## config.mk

```make
export PLATFORM = sky130hd
export DESIGN_NAME = booth_radix2_signed_multiplier_unit
export DESIGN_NICKNAME = d
export VERILOG_FILES = /design/src/hdl/brsm_pkg.sv /design/src/hdl/booth_radix2_signed_multiplier_unit.sv
export SDC_FILE = /design/constraint.sdc
export NUM_CORES = 1
export LEC_CHECK = 0
export BUFFER_PORTS_ARGS = -buffer_cell sky130_fd_sc_hd__buf_2
export CAP_MARGIN = 20
export CORE_MARGIN = 3
export CORE_UTILIZATION = 42
export DETAILED_ROUTE_END_ITERATION = 10
export PLACE_DENSITY = 0.6
export SETUP_SLACK_MARGIN = 0.1
export SLEW_MARGIN = 30
export SYNTH_ARGS = -nofsm -noshare
export SYNTH_HDL_FRONTEND = slang
export SYNTH_SLANG_ARGS = --single-unit
export TNS_END_PERCENT = 30
```

## constraint.sdc

```tcl
create_clock -name i_clk -period 16.4 [get_ports i_clk]
set_input_delay 1.64 -clock i_clk [delete_from_list [all_inputs] [get_ports i_clk]]
set_output_delay 1.64 -clock i_clk [all_outputs]
set_load 0.1 [all_outputs]
```

## src/hdl/brsm_pkg.sv

```systemverilog
// ============================================================================
// brsm_pkg
// Shared codes for the radix-2 Booth multiplier: the recoding of a bit pair.
// ============================================================================
`default_nettype none

package brsm_pkg;

    // Booth pair {q0, q_minus1} examined in each round
    typedef enum logic [1:0] {
        BOOTH_HOLD_LO = 2'b00,
        BOOTH_ADD     = 2'b01,
        BOOTH_SUB     = 2'b10,
        BOOTH_HOLD_HI = 2'b11
    } t_booth_pair;

endpackage : brsm_pkg

`default_nettype wire

```

## src/hdl/booth_radix2_signed_multiplier_unit.sv

```systemverilog
// ============================================================================
// booth_radix2_signed_multiplier_unit
// Pipelined radix-2 Booth multiplier: an operand stage, then one recoding round per register stage.
// ============================================================================
// Usage
//   Slave stream (s_axis) carries one operand pair per request: tdata holds
//   the multiplicand in bits [WIDTH-1:0] and the multiplier in bits
//   [2*WIDTH-1:WIDTH], zero padded to whole bytes. Master stream (m_axis)
//   returns the full 2*WIDTH-bit signed product in the low tdata bits.
//   A request is taken on an edge where tvalid and tready are both high.
//
// Pipeline and throughput
//   Stage 0 registers the operands, stages 1..WIDTH each run one Booth round
//   (one WIDTH-bit add or subtract plus the arithmetic shift). A product is
//   valid after stage 0 and each round stage in turn; one request is taken per cycle
//   while the receiver keeps taking products. The single adder in each round
//   stage sets the clock period, not the rate.
//
// Reset and stalls
//   i_rst_n (synchronous, active low) clears every stage valid bit; data
//   registers are not reset. When the receiver holds off tready, the output
//   stage holds its product and earlier stages keep filling bubbles, so input
//   is still taken until the pipe is full. Nothing is dropped or repeated.
//   The most negative multiplicand wraps on negation; the product is passed
//   through unchanged, with no flag.
// ============================================================================
`default_nettype none

module booth_radix2_signed_multiplier_unit #(
    parameter int WIDTH = 16
) (
    input  wire logic                               i_clk,
    input  wire logic                               i_rst_n,
    // s_axis tdata, low bit up: multiplicand[WIDTH], multiplier[WIDTH], zero pad
    input  wire logic                               i_s_axis_tvalid,
    output logic                                    o_s_axis_tready,
    input  wire logic [((2*WIDTH+7)/8)*8-1:0]       i_s_axis_tdata,
    // m_axis tdata, low bit up: product[2*WIDTH], zero pad
    output logic                                    o_m_axis_tvalid,
    input  wire logic                               i_m_axis_tready,
    output logic [((2*WIDTH+7)/8)*8-1:0]            o_m_axis_tdata
);

    import brsm_pkg::*;

    localparam int TDATA_W = ((2*WIDTH+7)/8)*8;
    localparam int LAST    = WIDTH;   // index of the final round stage

    // per-stage state: accumulator, multiplier/low product, q-1 bit, multiplicand
    logic             r_vld [0:LAST];
    logic [WIDTH-1:0] r_acc [0:LAST];
    logic [WIDTH-1:0] r_q   [0:LAST];
    logic             r_q1  [0:LAST];
    logic [WIDTH-1:0] r_m   [0:LAST];

    // stage s may load when it is empty or its content moves on this cycle
    logic             w_rdy [0:LAST];

    assign w_rdy[LAST] = !r_vld[LAST] || i_m_axis_tready;

    genvar s;
    generate
        for (s = 0; s < LAST; s++) begin : g_rdy
            assign w_rdy[s] = !r_vld[s] || w_rdy[s+1];
        end
    endgenerate

    assign o_s_axis_tready = w_rdy[0];

    // ---- stage 0: operand capture, A = 0, q-1 = 0 ----
    always_ff @(posedge i_clk) begin
        if (!i_rst_n) begin
            r_vld[0] <= 1'b0;
        end else if (w_rdy[0]) begin
            r_vld[0] <= i_s_axis_tvalid;
        end
    end

    always_ff @(posedge i_clk) begin
        if (w_rdy[0] && i_s_axis_tvalid) begin
            r_m[0]   <= i_s_axis_tdata[WIDTH-1:0];
            r_q[0]   <= i_s_axis_tdata[2*WIDTH-1:WIDTH];
            r_acc[0] <= '0;
            r_q1[0]  <= 1'b0;
        end
    end

    // ---- stages 1..WIDTH: one Booth round each ----
    generate
        for (s = 1; s <= LAST; s++) begin : g_round
            t_booth_pair      w_pair;
            logic [WIDTH-1:0] w_sum;

            assign w_pair = t_booth_pair'({r_q[s-1][0], r_q1[s-1]});

            always_comb begin
                unique case (w_pair)
                    BOOTH_SUB: w_sum = r_acc[s-1] - r_m[s-1];
                    BOOTH_ADD: w_sum = r_acc[s-1] + r_m[s-1];
                    default:   w_sum = r_acc[s-1];
                endcase
            end

            always_ff @(posedge i_clk) begin
                if (!i_rst_n) begin
                    r_vld[s] <= 1'b0;
                end else if (w_rdy[s]) begin
                    r_vld[s] <= r_vld[s-1];
                end
            end

            // arithmetic shift right of {A,Q}; q-1 takes the old Q lsb
            always_ff @(posedge i_clk) begin
                if (w_rdy[s] && r_vld[s-1]) begin
                    r_acc[s] <= {w_sum[WIDTH-1], w_sum[WIDTH-1:1]};
                    r_q[s]   <= {w_sum[0], r_q[s-1][WIDTH-1:1]};
                    r_q1[s]  <= r_q[s-1][0];
                    r_m[s]   <= r_m[s-1];
                end
            end
        end
    endgenerate

    // ---- output: final stage drives the master stream directly ----
    assign o_m_axis_tvalid = r_vld[LAST];
    assign o_m_axis_tdata  = TDATA_W'({r_acc[LAST], r_q[LAST]});

endmodule : booth_radix2_signed_multiplier_unit

`default_nettype wire

```

# == Yosys cells after proc, flatten, opt, wreduce, memory -nomap -nowiden ==
# Memory sizes are Yosys's and may differ from the RTL's.
# Cells that the tools add are included.
# word_totals
n_memories,5
latchBits,0
inputBits,36
out_inout_bits,34
wordCells,256
register_bits,0
rom_bits,0
ram_bits,850
# op_classes
muxes,119
n_eq_ne,32
order_cmp,0
bitwise,17
n_mul,0
n_addsub,32
reduce_logical,51
n_div,0
shifts,0
# mem_list
name,words,width,read_ports,rd_ports_with_merged_regs,wr,line,rtl
r_acc,17,16,17,0,17,booth_radix2_signed_multiplier_unit.sv:51,logic [WIDTH-1:0] r_acc [0:LAST];
r_m,17,16,16,0,17,booth_radix2_signed_multiplier_unit.sv:54,logic [WIDTH-1:0] r_m [0:LAST];
r_q,17,16,17,0,17,booth_radix2_signed_multiplier_unit.sv:52,logic [WIDTH-1:0] r_q [0:LAST];
r_q1,17,1,16,0,17,booth_radix2_signed_multiplier_unit.sv:53,logic r_q1 [0:LAST];
r_vld,17,1,17,0,17,booth_radix2_signed_multiplier_unit.sv:50,logic r_vld [0:LAST];
# ops
operator,n
one-hot mux 16 bit (2 select lines),16
adder 16 bit,16
subtractor 16 bit,16
two-way mux 1 bit,103
equality test 2 x 1 -> 1 bit (second input constant),16
equality test 2 bit (second input constant),16
logical AND 1 bit,17
zero test 1 bit,17
logical OR 1 bit,17
bitwise OR 1 bit,17

# == Depth between registers and ports, before layout ==
# Gate-level depths: netlist (run 1).
# depth
word_depth,22
mapped_depth,16
depth_no_buf,16

# == Worst setup path after synthesis (run 1) ==
# No wires, ideal clock.
# synth_path
path_kind,input-to-reg
from,input port i_m_axis_tready
to,"memory r_vld[3], data pin"
path_buffers,2
setup_time_ps,158
t_arrival_ps,6416
path_stages,8
required_time_ps,16242
slack_ps,9826
path_cell_list,and4b_1 clkbuf_1 nand4_1 nor2_1 and2_1 clkbuf_1 a21boi_0 and2_1
# synth_lines
element,line,rtl
from (decl),booth_radix2_signed_multiplier_unit.sv:40,"input wire logic i_m_axis_tready,"
to (decl),booth_radix2_signed_multiplier_unit.sv:50,

# == Worst setup path in the final report (run 1) ==
# layout_path
from,input port i_m_axis_tready
to,output port o_s_axis_tready
# layout_via
elab_chain_cells,17
# layout_lines
element,line,rtl
logical OR 1 bit,booth_radix2_signed_multiplier_unit.sv:59,assign w_rdy[LAST] = !r_vld[LAST] || i_m_axis_tready;
logical OR 1 bit (16 in series),booth_radix2_signed_multiplier_unit.sv:64,assign w_rdy[s] = !r_vld[s] || w_rdy[s+1];
to (decl),booth_radix2_signed_multiplier_unit.sv:36,"output logic o_s_axis_tready,"
# Every way passes these cells.

==> results of run 1 <==
report_power, final:
part	switching, mW	internal, mW
Clock	0.766	1.08
Combinational	0.0685	0.0533
Sequential	0.0154	2.25
Total	0.850	3.38
flip-flops by register name (all words and copies together), names as in the netlist:
| signal | flops |
|---|---|
| r_q1 | 15 |
| r_q | 272 |
| r_m | 256 |
| r_acc | 240 |
| r_vld | 17 |
kinds of logic (layout without fill, tap and decap cells):
family | after synthesis | in the layout | share of synthesized area
xor+xnor | 385 | 385 | 0.0797
mux | 68 | 68 | 0.0179
simple gates | 946 | 946 | 0.110
flops | 800 | 800 | 0.568
buf+inv | 212 | 365 | 0.0203
fa+ha+maj | 271 | 271 | 0.0828
compound gates | 830 | 830 | 0.121
routing by layer:
layer / vias to the layer above / global-route usage / wire, um
li1: 13300 / - / -
met1: 12600 / 0.220 / 39300
met2: 407 / 0.262 / 39100
met3: 120 / 0.0242 / 3030
met4: 0 / 0.0401 / 1710
met5: - / 0 / 0
area by class of cell:
| cell class | count | area [um2] | area share |
|---|---|---|---|
| sequential | 800 | 24000 | 0.513 |
| inverter | 124 | 465 | 0.00994 |
| timing repair buffer | 91 | 531 | 0.0113 |
| tap | 1287 | 1610 | 0.0344 |
| multi-input combinational | 2500 | 17600 | 0.375 |
| clock buffer | 103 | 2240 | 0.0478 |
| clock inverter | 47 | 422 | 0.00900 |
per-stage QoR:
stage | setup slack, ns | utilization | std cells | hold slack (ns) | area, um2
2_1_floorplan | 9.83 | - | 3512 | 0.400 | 42300
3_3_place_gp | 10.73 | 0.445 | 4801 | 0.400 | 44200
3_5_place_dp | 10.71 | 0.445 | 4801 | 0.405 | 44200
4_1_cts | 10.70 | 0.472 | 4951 | 0.395 | 46800
5_1_grt | 10.55 | 0.473 | 4952 | 0.407 | 46800
6_report | 10.71 | 0.473 | 4952 | 0.401 | 46800
how the worst max path moves through the flow:
stage | startpoint | endpoint | slack [ns] | cells past startpoint
after floorplan | i_m_axis_tready | r_vld[3] | 9.83 | 8
after global placement | i_m_axis_tready | o_s_axis_tready | 10.73 | 9
after detailed placement | i_m_axis_tready | o_s_axis_tready | 10.71 | 9
after CTS | i_m_axis_tready | o_s_axis_tready | 10.70 | 9
after global routing | i_m_axis_tready | o_s_axis_tready | 10.55 | 9
final | i_m_axis_tready | o_s_axis_tready | 10.71 | 9
cell usage in the layout, fill, tap and decap left out, types with 11 or more instances in the layout:
cell,synthesis,layout
edfxtp_1,799,799
nand2_1,257,257
ha_1,256,253
o21ai_0,250,250
xor2_1,245,245
nor2_1,242,242
a21oi_1,235,235
xnor2_1,140,140
inv_1,124,124
nor3_1,104,104
clkbuf_16,0,87
buf_2,1,69
mux2_2,61,61
a21o_1,58,58
nand2b_1,56,56
o21a_1,52,52
nor4_1,37,37
o31ai_1,36,36
nand3_1,35,35
and2_1,38,34
a31oi_1,32,30
and3_1,29,29
or4_1,25,25
nor2b_1,30,24
or3_1,24,24
o21bai_1,23,23
buf_4,16,21
a211oi_1,20,20
clkinv_1,0,18
o211ai_1,17,17
clkbuf_1,69,16
a41oi_1,15,15
fa_1,15,15
a2111oi_0,13,12
clkinv_2,0,12
nor3b_1,11,11
nand4_1,11,11
==> reports/metrics.cfg, run 1 <==
[place]
hpwl_mm=61.2
gp_congestion=0.861
port_buffers=69

[critical_path]
cp_cell_sequence=buf_2, and4b_1, buf_4, nand4_1, nor2_1, and2_1, and4_1, nand2_1, buf_2
cpMaxStageDelayCell=and4_1
cp_data_arrival_time_ns=4.05
critPathKind=input port to output port
path_common_cell=buf_2
max_stage_delay_ns=0.51
reg2reg_depth=13
cp-end-kind=output port
cp_top_family=simple AND/OR/NAND/NOR gates
rrSetupSlack_ns=11.99
cp.required_ns=14.76
crit_path_start_kind=input port
critPathBufInv=3
worstPathMaxFanout=10
timing.rr.start=r_m[0][80]
r2r_end=r_acc[0][110]

[sta]
clock-skew-final_ns=0.0299
finalHoldViolations=0
rsz0062_at_grt=false
drv_slew=0
min_period_ns=5.69
worstMarginPinSlew_ns=0.943
finalSetupViolCount=0
maxSlewHeadroom=0.355
fin_crit_sh=0.347
tns_ns=0
max_clock_freq_ghz=0.176

[yosys]
ys_ff_latch=800
synth_most_common_cell=edfxtp_1
syn-num-nets=3819
synth_top_area_share=0.567
yosys_warnings=0
synth.area.top_cells=edfxtp_1 57%, ha_1 7.6%, xor2_1 5.1%
synth_edf_count=799
synthCells=3512
ys_types=73
yosysSeqAreaShare=0.568
synth_commonest_cells=799 x edfxtp_1, 257 x nand2_1, 256 x ha_1
avgSynthCellArea_um2=12.0
async_reset_ff_frac=0
ys.flop_type=edfxtp_1
synth_top_area_cell=edfxtp_1
syn_area_mm2=0.0423

[clock_tree]
cts_root_buffer=clkbuf_16
cts-buffers-inserted=85
cts_setup_buffers=0
cts_max_level=3
clk_latency_ns=0.63
cts_hold_buffers=0
cts.sinks=800
clk_pin_slew_worst_paths_ns=0.06
clock_path_buffers=3
cts_tree=yes
cts_resized=0

[finish]
synthToLayoutAreaGrowth_pct=10.8
nets=3909
drive_gt1_frac=0.0868
diodes=0
fill_cells=8828

[grt]
gr-total-overflow=0
grt_use_total=0.159
grt_max_degree=50
grt_pass1_wl_mm=134
antenna_found_initial=3
grt_pass1_vias=25200

[floorplanning]
row_count=115
design.die.area_mm2=0.105
fp.dieW_um=323
core_mm2=0.0991
ioPinCount=70
die_h_um=323
initial_core_util=0.427

[pwr]
power_mw=4.23
p_per_area_mw_per_mm2=90.4
peakVddDrop_mv=0.0899
p_leak_nw=16.7

[drt]
drtAntennaViolNets=0
drtIter0Drc=1772
wl_mm=83.2
vias_per_cell=5.35
wl_per_cell_um=16.8
drc_errors=0
vias=26500
dr.pass1.iters=7

[min_path]
whs_endpoint=r_q[2][43]
hp-start=r_q[2][28]
hold_class=register to register
hold_depth=0

[flow_run]
maxCapViolCount=0

[run_status]
status=finished clean

No activity file was read; power rests on OpenSTA's default activity.
==> run 2, diff against run 1 <==
- clock period: 16.4 -> 5.43 ns (I/O delays scaled with it)
==> run 2 against run 1 <==
- worst setup slack worse by 9.7 ns
- clock skew down 0.0011 ns
- critical path depth down 2
- die area unchanged
- via count up 0.82%
- non-clock buffer count up 15
- first-iteration DRC count up 9.0%
- routed wire length up 2.0%
- sequential share of layout area down 0.47 points
- count of clock-buffer cells in the layout down 7
==> reports/metrics.cfg, run 2 (same netlist as run 1, synthesis figures left out) <==
[run_status]
status=finished clean  ; unchanged

[drt]
wl_per_cell_um=17.0  ; was 16.8 um
drc_errors=0  ; unchanged
wl_mm=84.8  ; was 83.2 mm
vias_per_cell=5.36  ; was 5.35
dr.pass1.iters=5  ; was 7
vias=26700  ; was 26.5k
drtIter0Drc=1932  ; was 1,772
drtAntennaViolNets=0  ; unchanged

[place]
port_buffers=69  ; unchanged
dpl_worst_slack_ns=1.28  ; was 10.71 ns
hpwl_mm=62.4  ; was 61.2 mm
gp_congestion=0.866  ; was 0.861
placed_cells=4815  ; was 4,801

[sta]
setup_ws_ns=1.01  ; was 10.71 ns
fin_crit_sh=0.814
max_clock_freq_ghz=0.226
rsz0062_at_grt=false  ; unchanged
min_period_ns=4.42
maxSlewHeadroom=0.375  ; was 0.355
worstMarginPinSlew_ns=0.938  ; was 0.943 ns
finalHoldViolations=0  ; unchanged
clock-skew-final_ns=0.0288  ; was 0.0299 ns
hold_ws_ns=0.0631  ; was 0.401 ns
finalSetupViolCount=0  ; unchanged
drv_slew=0  ; unchanged

[floorplanning]
fp.dieW_um=323  ; unchanged
core_mm2=0.0991  ; unchanged
ioPinCount=70  ; unchanged
die_h_um=323  ; unchanged
initial_core_util=0.427  ; unchanged
design.die.area_mm2=0.105  ; unchanged
row_count=115  ; unchanged

[min_path]
whs_endpoint=r_m[0][10]  ; was r_q[2][43]
hold_depth=1  ; was 0
hp-start=i_s_axis_tdata[10]  ; was r_q[2][28]
hold_class=input port to register  ; was register to register

[flow_run]
maxCapViolCount=0  ; unchanged

[clock_tree]
clk_latency_ns=0.65  ; was 0.63 ns
cts_hold_buffers=0  ; unchanged
cts_resized=0  ; unchanged
cts-buffers-inserted=87  ; was 85
clock_path_buffers=3  ; unchanged
clk_pin_slew_worst_paths_ns=0.06  ; about the same
cts_setup_buffers=0  ; unchanged
cts_max_level=3  ; unchanged
cts_root_buffer=clkbuf_16  ; unchanged
cts.sinks=800  ; unchanged
cts_tree=yes  ; unchanged

[finish]
largest_reg_flops=272  ; unchanged
final_cell_mix=799 x edfxtp_1, 257 x nand2_1, 251 x ha_1  ; was 799 x edfxtp_1, 257 x nand2_1, 253 x ha_1
final_common_cell=edfxtp_1  ; unchanged
drive_gt1_frac=0.0967  ; was 0.0868
fin_cells=4979  ; was 4,952
top_register=r_q  ; unchanged
top_regs=r_q (272), r_m (256), r_acc (240)  ; unchanged
synthToLayoutAreaGrowth_pct=11.8  ; was 10.8%
nets=3926  ; was 3,909
fin_util=0.477  ; was 0.473

[critical_path]
timing.rr.start=r_m[0][224]  ; was r_m[0][80]
cp-end-kind=output port  ; unchanged
cp.required_ns=4.89  ; was 14.76 ns
critPathKind=register to output port  ; was input port to output port
r2r_end=r_acc[0][254]  ; was r_acc[0][110]
cp_data_arrival_time_ns=3.88  ; was 4.05 ns
worstPathMaxFanout=10  ; unchanged
rrSetupSlack_ns=1.27  ; was 11.99 ns
reg2reg_depth=14  ; was 13
crit_path_start_kind=register  ; was input port

[pwr]
peakVddDrop_mv=0.249  ; was 0.0899 mV
p_leak_nw=16.9  ; was 16.7 nW
p_per_area_mw_per_mm2=282  ; was 90.4 mW/mm2
power_mw=13.3  ; was 4.23 mW

[grt]
grt_pass1_vias=25200  ; about the same
gr-total-overflow=0  ; unchanged
grt_max_degree=50  ; unchanged
grt_use_total=0.161  ; was 0.159
grt_pass1_wl_mm=136  ; was 134 mm
antenna_found_initial=5  ; was 3

## run 2: changes by cell type in the layout (fill, tap and decap cells not counted), sizes merged
cell and change:
clkbuf -7, bufinv +6, buf +15, clkinv +5, inv +6, clkinvlp +1, diode +1
## run 2: metrics by stage
stage | setup TNS (ns) | cell area (um2)
final | 0 | 47300
after global routing | 0 | 47300
after CTS | 0 | 47200
after floorplan | -0.190 | 42300
after detailed placement | 0 | 44300
after global placement | 0 | 44300
## run 2: power by group
group	internal (mW)	switching [mW]
Clock	3.62	2.49
Combinational	0.162	0.209
Sequential	6.80	0.0445
Total	10.6	2.74
## run 2: how the worst max path moves through the flow
stage,start,endpoint,slack (ns),depth (start not counted)
5_1_grt,r_vld[15],o_s_axis_tready,0.76,7
6_report,r_vld[15],o_s_axis_tready,1.01,7
3_3_place_gp,r_m[0][224],r_acc[0][254],1.32,14
4_1_cts,r_vld[15],o_s_axis_tready,0.96,7
3_5_place_dp,r_m[0][224],r_acc[0][254],1.28,14
2_1_floorplan,r_vld[16],r_vld[9],-0.007,6
## run 2: worst max-delay path, stage by stage, from the launching register on
cell and delay (ns):
edfxtp_1 0.40, and4b_1 0.61, nand4_1 0.36, nor2_1 0.58, and2_1 0.48, and4_1 0.39
nand2_1 0.11, buf_2 0.30
## run 2: area by class of cell
class | instances | area, um2
antenna | 1 | 2.50
clock buffer | 96 | 2230
clock inverter | 65 | 737
fill | 8782 | 51900
inverter | 124 | 465
multi-input combinational | 2500 | 17600
sequential | 800 | 24000
tap | 1287 | 1610
timing repair buffer | 106 | 647
## run 2: layer usage
layer / track usage / up-vias / routed length, um / share of wire
met5: 0 / - / 0 / 0
met4: 0.0435 / 0 / 1980 / 0.023
met3: 0.0278 / 130 / 3370 / 0.040
met2: 0.262 / 460 / 39200 / 0.46
met1: 0.224 / 12700 / 40200 / 0.47
li1: - / 13400 / - / -
==> run 3, diff against run 2 <==
- clock period: 5.43 -> 4.4 ns (I/O delays scaled with it)
==> run 3 against run 2 <==
- total power up 21%
- clock skew up 0.0061 ns
- hold slack better by 0.088 ns
- clock power up 17%
- worst setup slack worse by 0.68 ns
- sequential share of layout area down 0.36 points
- count of clock-buffer cells in the layout up 15
- final area up 0.71%
- non-clock buffer count up 57
- sequential cell count unchanged
- sequential power up 24%
- critical path type is now register to register
==> reports/metrics.cfg, run 3 (same netlist as run 1, synthesis figures left out) <==
[critical_path]
cp_data_arrival_time_ns=4.45  ; was 3.88 ns
crit_start=r_m[0][224]  ; was r_vld[15]
crit_path_start_kind=register  ; unchanged
reg2reg_depth=14  ; unchanged
worstPathMaxFanout=6  ; was 10
cp.required_ns=4.77  ; was 4.89 ns
cp-end-kind=register  ; was output port
critPathKind=register to register  ; was register to output port
timing.rr.start=r_m[0][224]  ; unchanged
rrSetupSlack_ns=0.33  ; was 1.27 ns
critical_path.endpoint=r_acc[0][254]  ; was o_s_axis_tready
r2r_end=r_acc[0][254]  ; unchanged

[floorplanning]
row_count=115  ; unchanged
ioPinCount=70  ; unchanged
design.die.area_mm2=0.105  ; unchanged
die_h_um=323  ; unchanged
initial_core_util=0.427  ; unchanged
core_mm2=0.0991  ; unchanged
fp.dieW_um=323  ; unchanged

[grt]
grt_max_degree=50  ; unchanged
grt_pass1_vias=25800  ; was 25.2k
antenna_found_initial=0  ; was 5
gr-total-overflow=0  ; unchanged
grt_use_total=0.165  ; was 0.161
grt_pass1_wl_mm=140  ; was 136 mm

[clock_tree]
cts_max_level=3  ; unchanged
cts-buffers-inserted=86  ; was 87
clk_latency_ns=0.64  ; was 0.65 ns
clock_path_buffers=3  ; unchanged
cts_tree=yes  ; unchanged
clk_pin_slew_worst_paths_ns=0.06  ; about the same
cts.sinks=800  ; unchanged
cts_root_buffer=clkbuf_16  ; unchanged

[pwr]
peakVddDrop_mv=0.298  ; was 0.249 mV
p_leak_nw=17.1  ; was 16.9 nW
power_mw=16.1  ; was 13.3 mW
p_per_area_mw_per_mm2=338  ; was 282 mW/mm2

[finish]
diodes=0  ; was 1
final_cell_mix=799 x edfxtp_1, 257 x nand2_1, 250 x o21ai_0, 250 x ha_1, 245 x xor2_1  ; was 799 x edfxtp_1, 257 x nand2_1, 251 x ha_1
fin_util=0.480  ; was 0.477
synthToLayoutAreaGrowth_pct=12.6  ; was 11.8%
nets=3982  ; was 3,926
top_regs=r_q (272), r_m (256), r_acc (240)  ; unchanged
fill_cells=8782  ; unchanged
final_common_cell=edfxtp_1  ; unchanged
multi_input_area_mm2=0.0176  ; about the same
fin_cells=5030  ; was 4,979
top_register=r_q  ; unchanged
largest_reg_flops=272  ; unchanged
final_cell_area_mm2=0.0476  ; was 0.0473 mm2
ff_latch_area_mm2=0.0240  ; unchanged
drive_gt1_frac=0.0970  ; was 0.0967

[place]
hpwl_mm=63.7  ; was 62.4 mm
port_buffers=69  ; unchanged
dpl_cell_area_mm2=0.0445  ; was 0.0443 mm2
dpl_worst_slack_ns=0.223  ; was 1.28 ns
gp_congestion=0.876  ; was 0.866
placed_cells=4841  ; was 4,815

[sta]
hold_ws_ns=0.151  ; was 0.0631 ns
fin_crit_sh=0.926
tns_ns=0  ; unchanged
rsz0062_at_grt=false  ; unchanged
setup_ws_ns=0.326  ; was 1.01 ns
max_clock_freq_ghz=0.245
drv_slew=0  ; unchanged
clock-skew-final_ns=0.0349  ; was 0.0288 ns
finalHoldViolations=0  ; unchanged
maxSlewHeadroom=0.377  ; was 0.375
finalSetupViolCount=0  ; unchanged
worstMarginPinSlew_ns=0.933  ; was 0.938 ns
min_period_ns=4.07

[drt]
vias_per_cell=5.36  ; about the same
drc_errors=0  ; unchanged
dr.pass1.iters=5  ; unchanged
wl_mm=86.4  ; was 84.8 mm
vias=26900  ; was 26.7k
drtAntennaViolNets=0  ; unchanged
drtIter0Drc=2075  ; was 1,932
wl_per_cell_um=17.2  ; was 17.0 um

[flow_run]
maxCapViolCount=0  ; unchanged

[min_path]
hold_class=input port to register  ; unchanged

[run_status]
status=finished clean  ; unchanged

==> run 3: cell types whose count changed in the layout (fill, tap and decap cells not counted), moves of 4 or more <==
cell and change:
clkinv_2 -4, bufinv_16 -4, buf_4 +26, clkinv_4 -6, clkinvlp_4 -5, clkbuf_1 +13, inv_6 -6, dlygate4sd3_1 +32
clkinv_1 +6
==> run 3: layer usage <==
metal  vias to the layer above  track usage  part of all wire  wire, um
li1                      13500            -                 -         -
met1                     12800        0.235              0.48     41400
met2                       467        0.264              0.46     39600
met3                       130       0.0278             0.041      3510
met4                         0       0.0424             0.023      1990
met5                         -            0                 0         0
==> run 3: timing repair <==
action                                 CTS  global route
gates resized for setup                  0             7
setup endpoints to repair                0             6
setup buffers                            0             0
endpoints found under the hold margin   32             0
hold buffers                            32             0
==> run 3: worst max-delay path, stage by stage (launching register included) <==
cell      delay (ns)
edfxtp_1        0.44
inv_1           0.08
ha_1            0.16
nand2b_1        0.08
or4_1           0.50
nor3b_2         0.32
a21oi_1         0.12
xor2_1          0.16
ha_1            0.35
a21oi_1         0.20
or4b_2          0.61
or3_1           0.35
and3_1          0.15
nor3_1          0.17
xor2_1          0.11
==> run 3: how the worst min path moves through the flow <==
stage                          startpoint          to  slack, ns  depth (start not counted)
final                     i_s_axis_tvalid    r_vld[0]       0.15                          2
after global routing      i_s_axis_tvalid    r_vld[0]       0.11                          2
after CTS                 i_s_axis_tvalid    r_vld[0]       0.09                          2
after detailed placement       r_q[0][11]  r_q[0][26]       0.40                          0
after global placement          r_q[0][5]  r_q[0][20]       0.40                          0
after floorplan                 r_q[0][1]  r_q[0][16]       0.40                          0
==> run 3: layout make-up <==
cell class,count,area share
flip-flops and latches,800,0.504
clock buffers,111,0.0490
repair buffers,163,0.0239
inverters,124,0.00977
well taps,1287,0.0338
multi-input cells,2500,0.370
clock inverters,45,0.00959
==> run 3: where the power goes <==
group | switching (mW) | total [mW] | internal [mW] | leakage, nW
clock | 2.89 | 7.15 | 4.26 | 1.36
sequential | 0.0554 | 8.45 | 8.39 | 7.30
combinational | 0.267 | 0.489 | 0.222 | 8.43
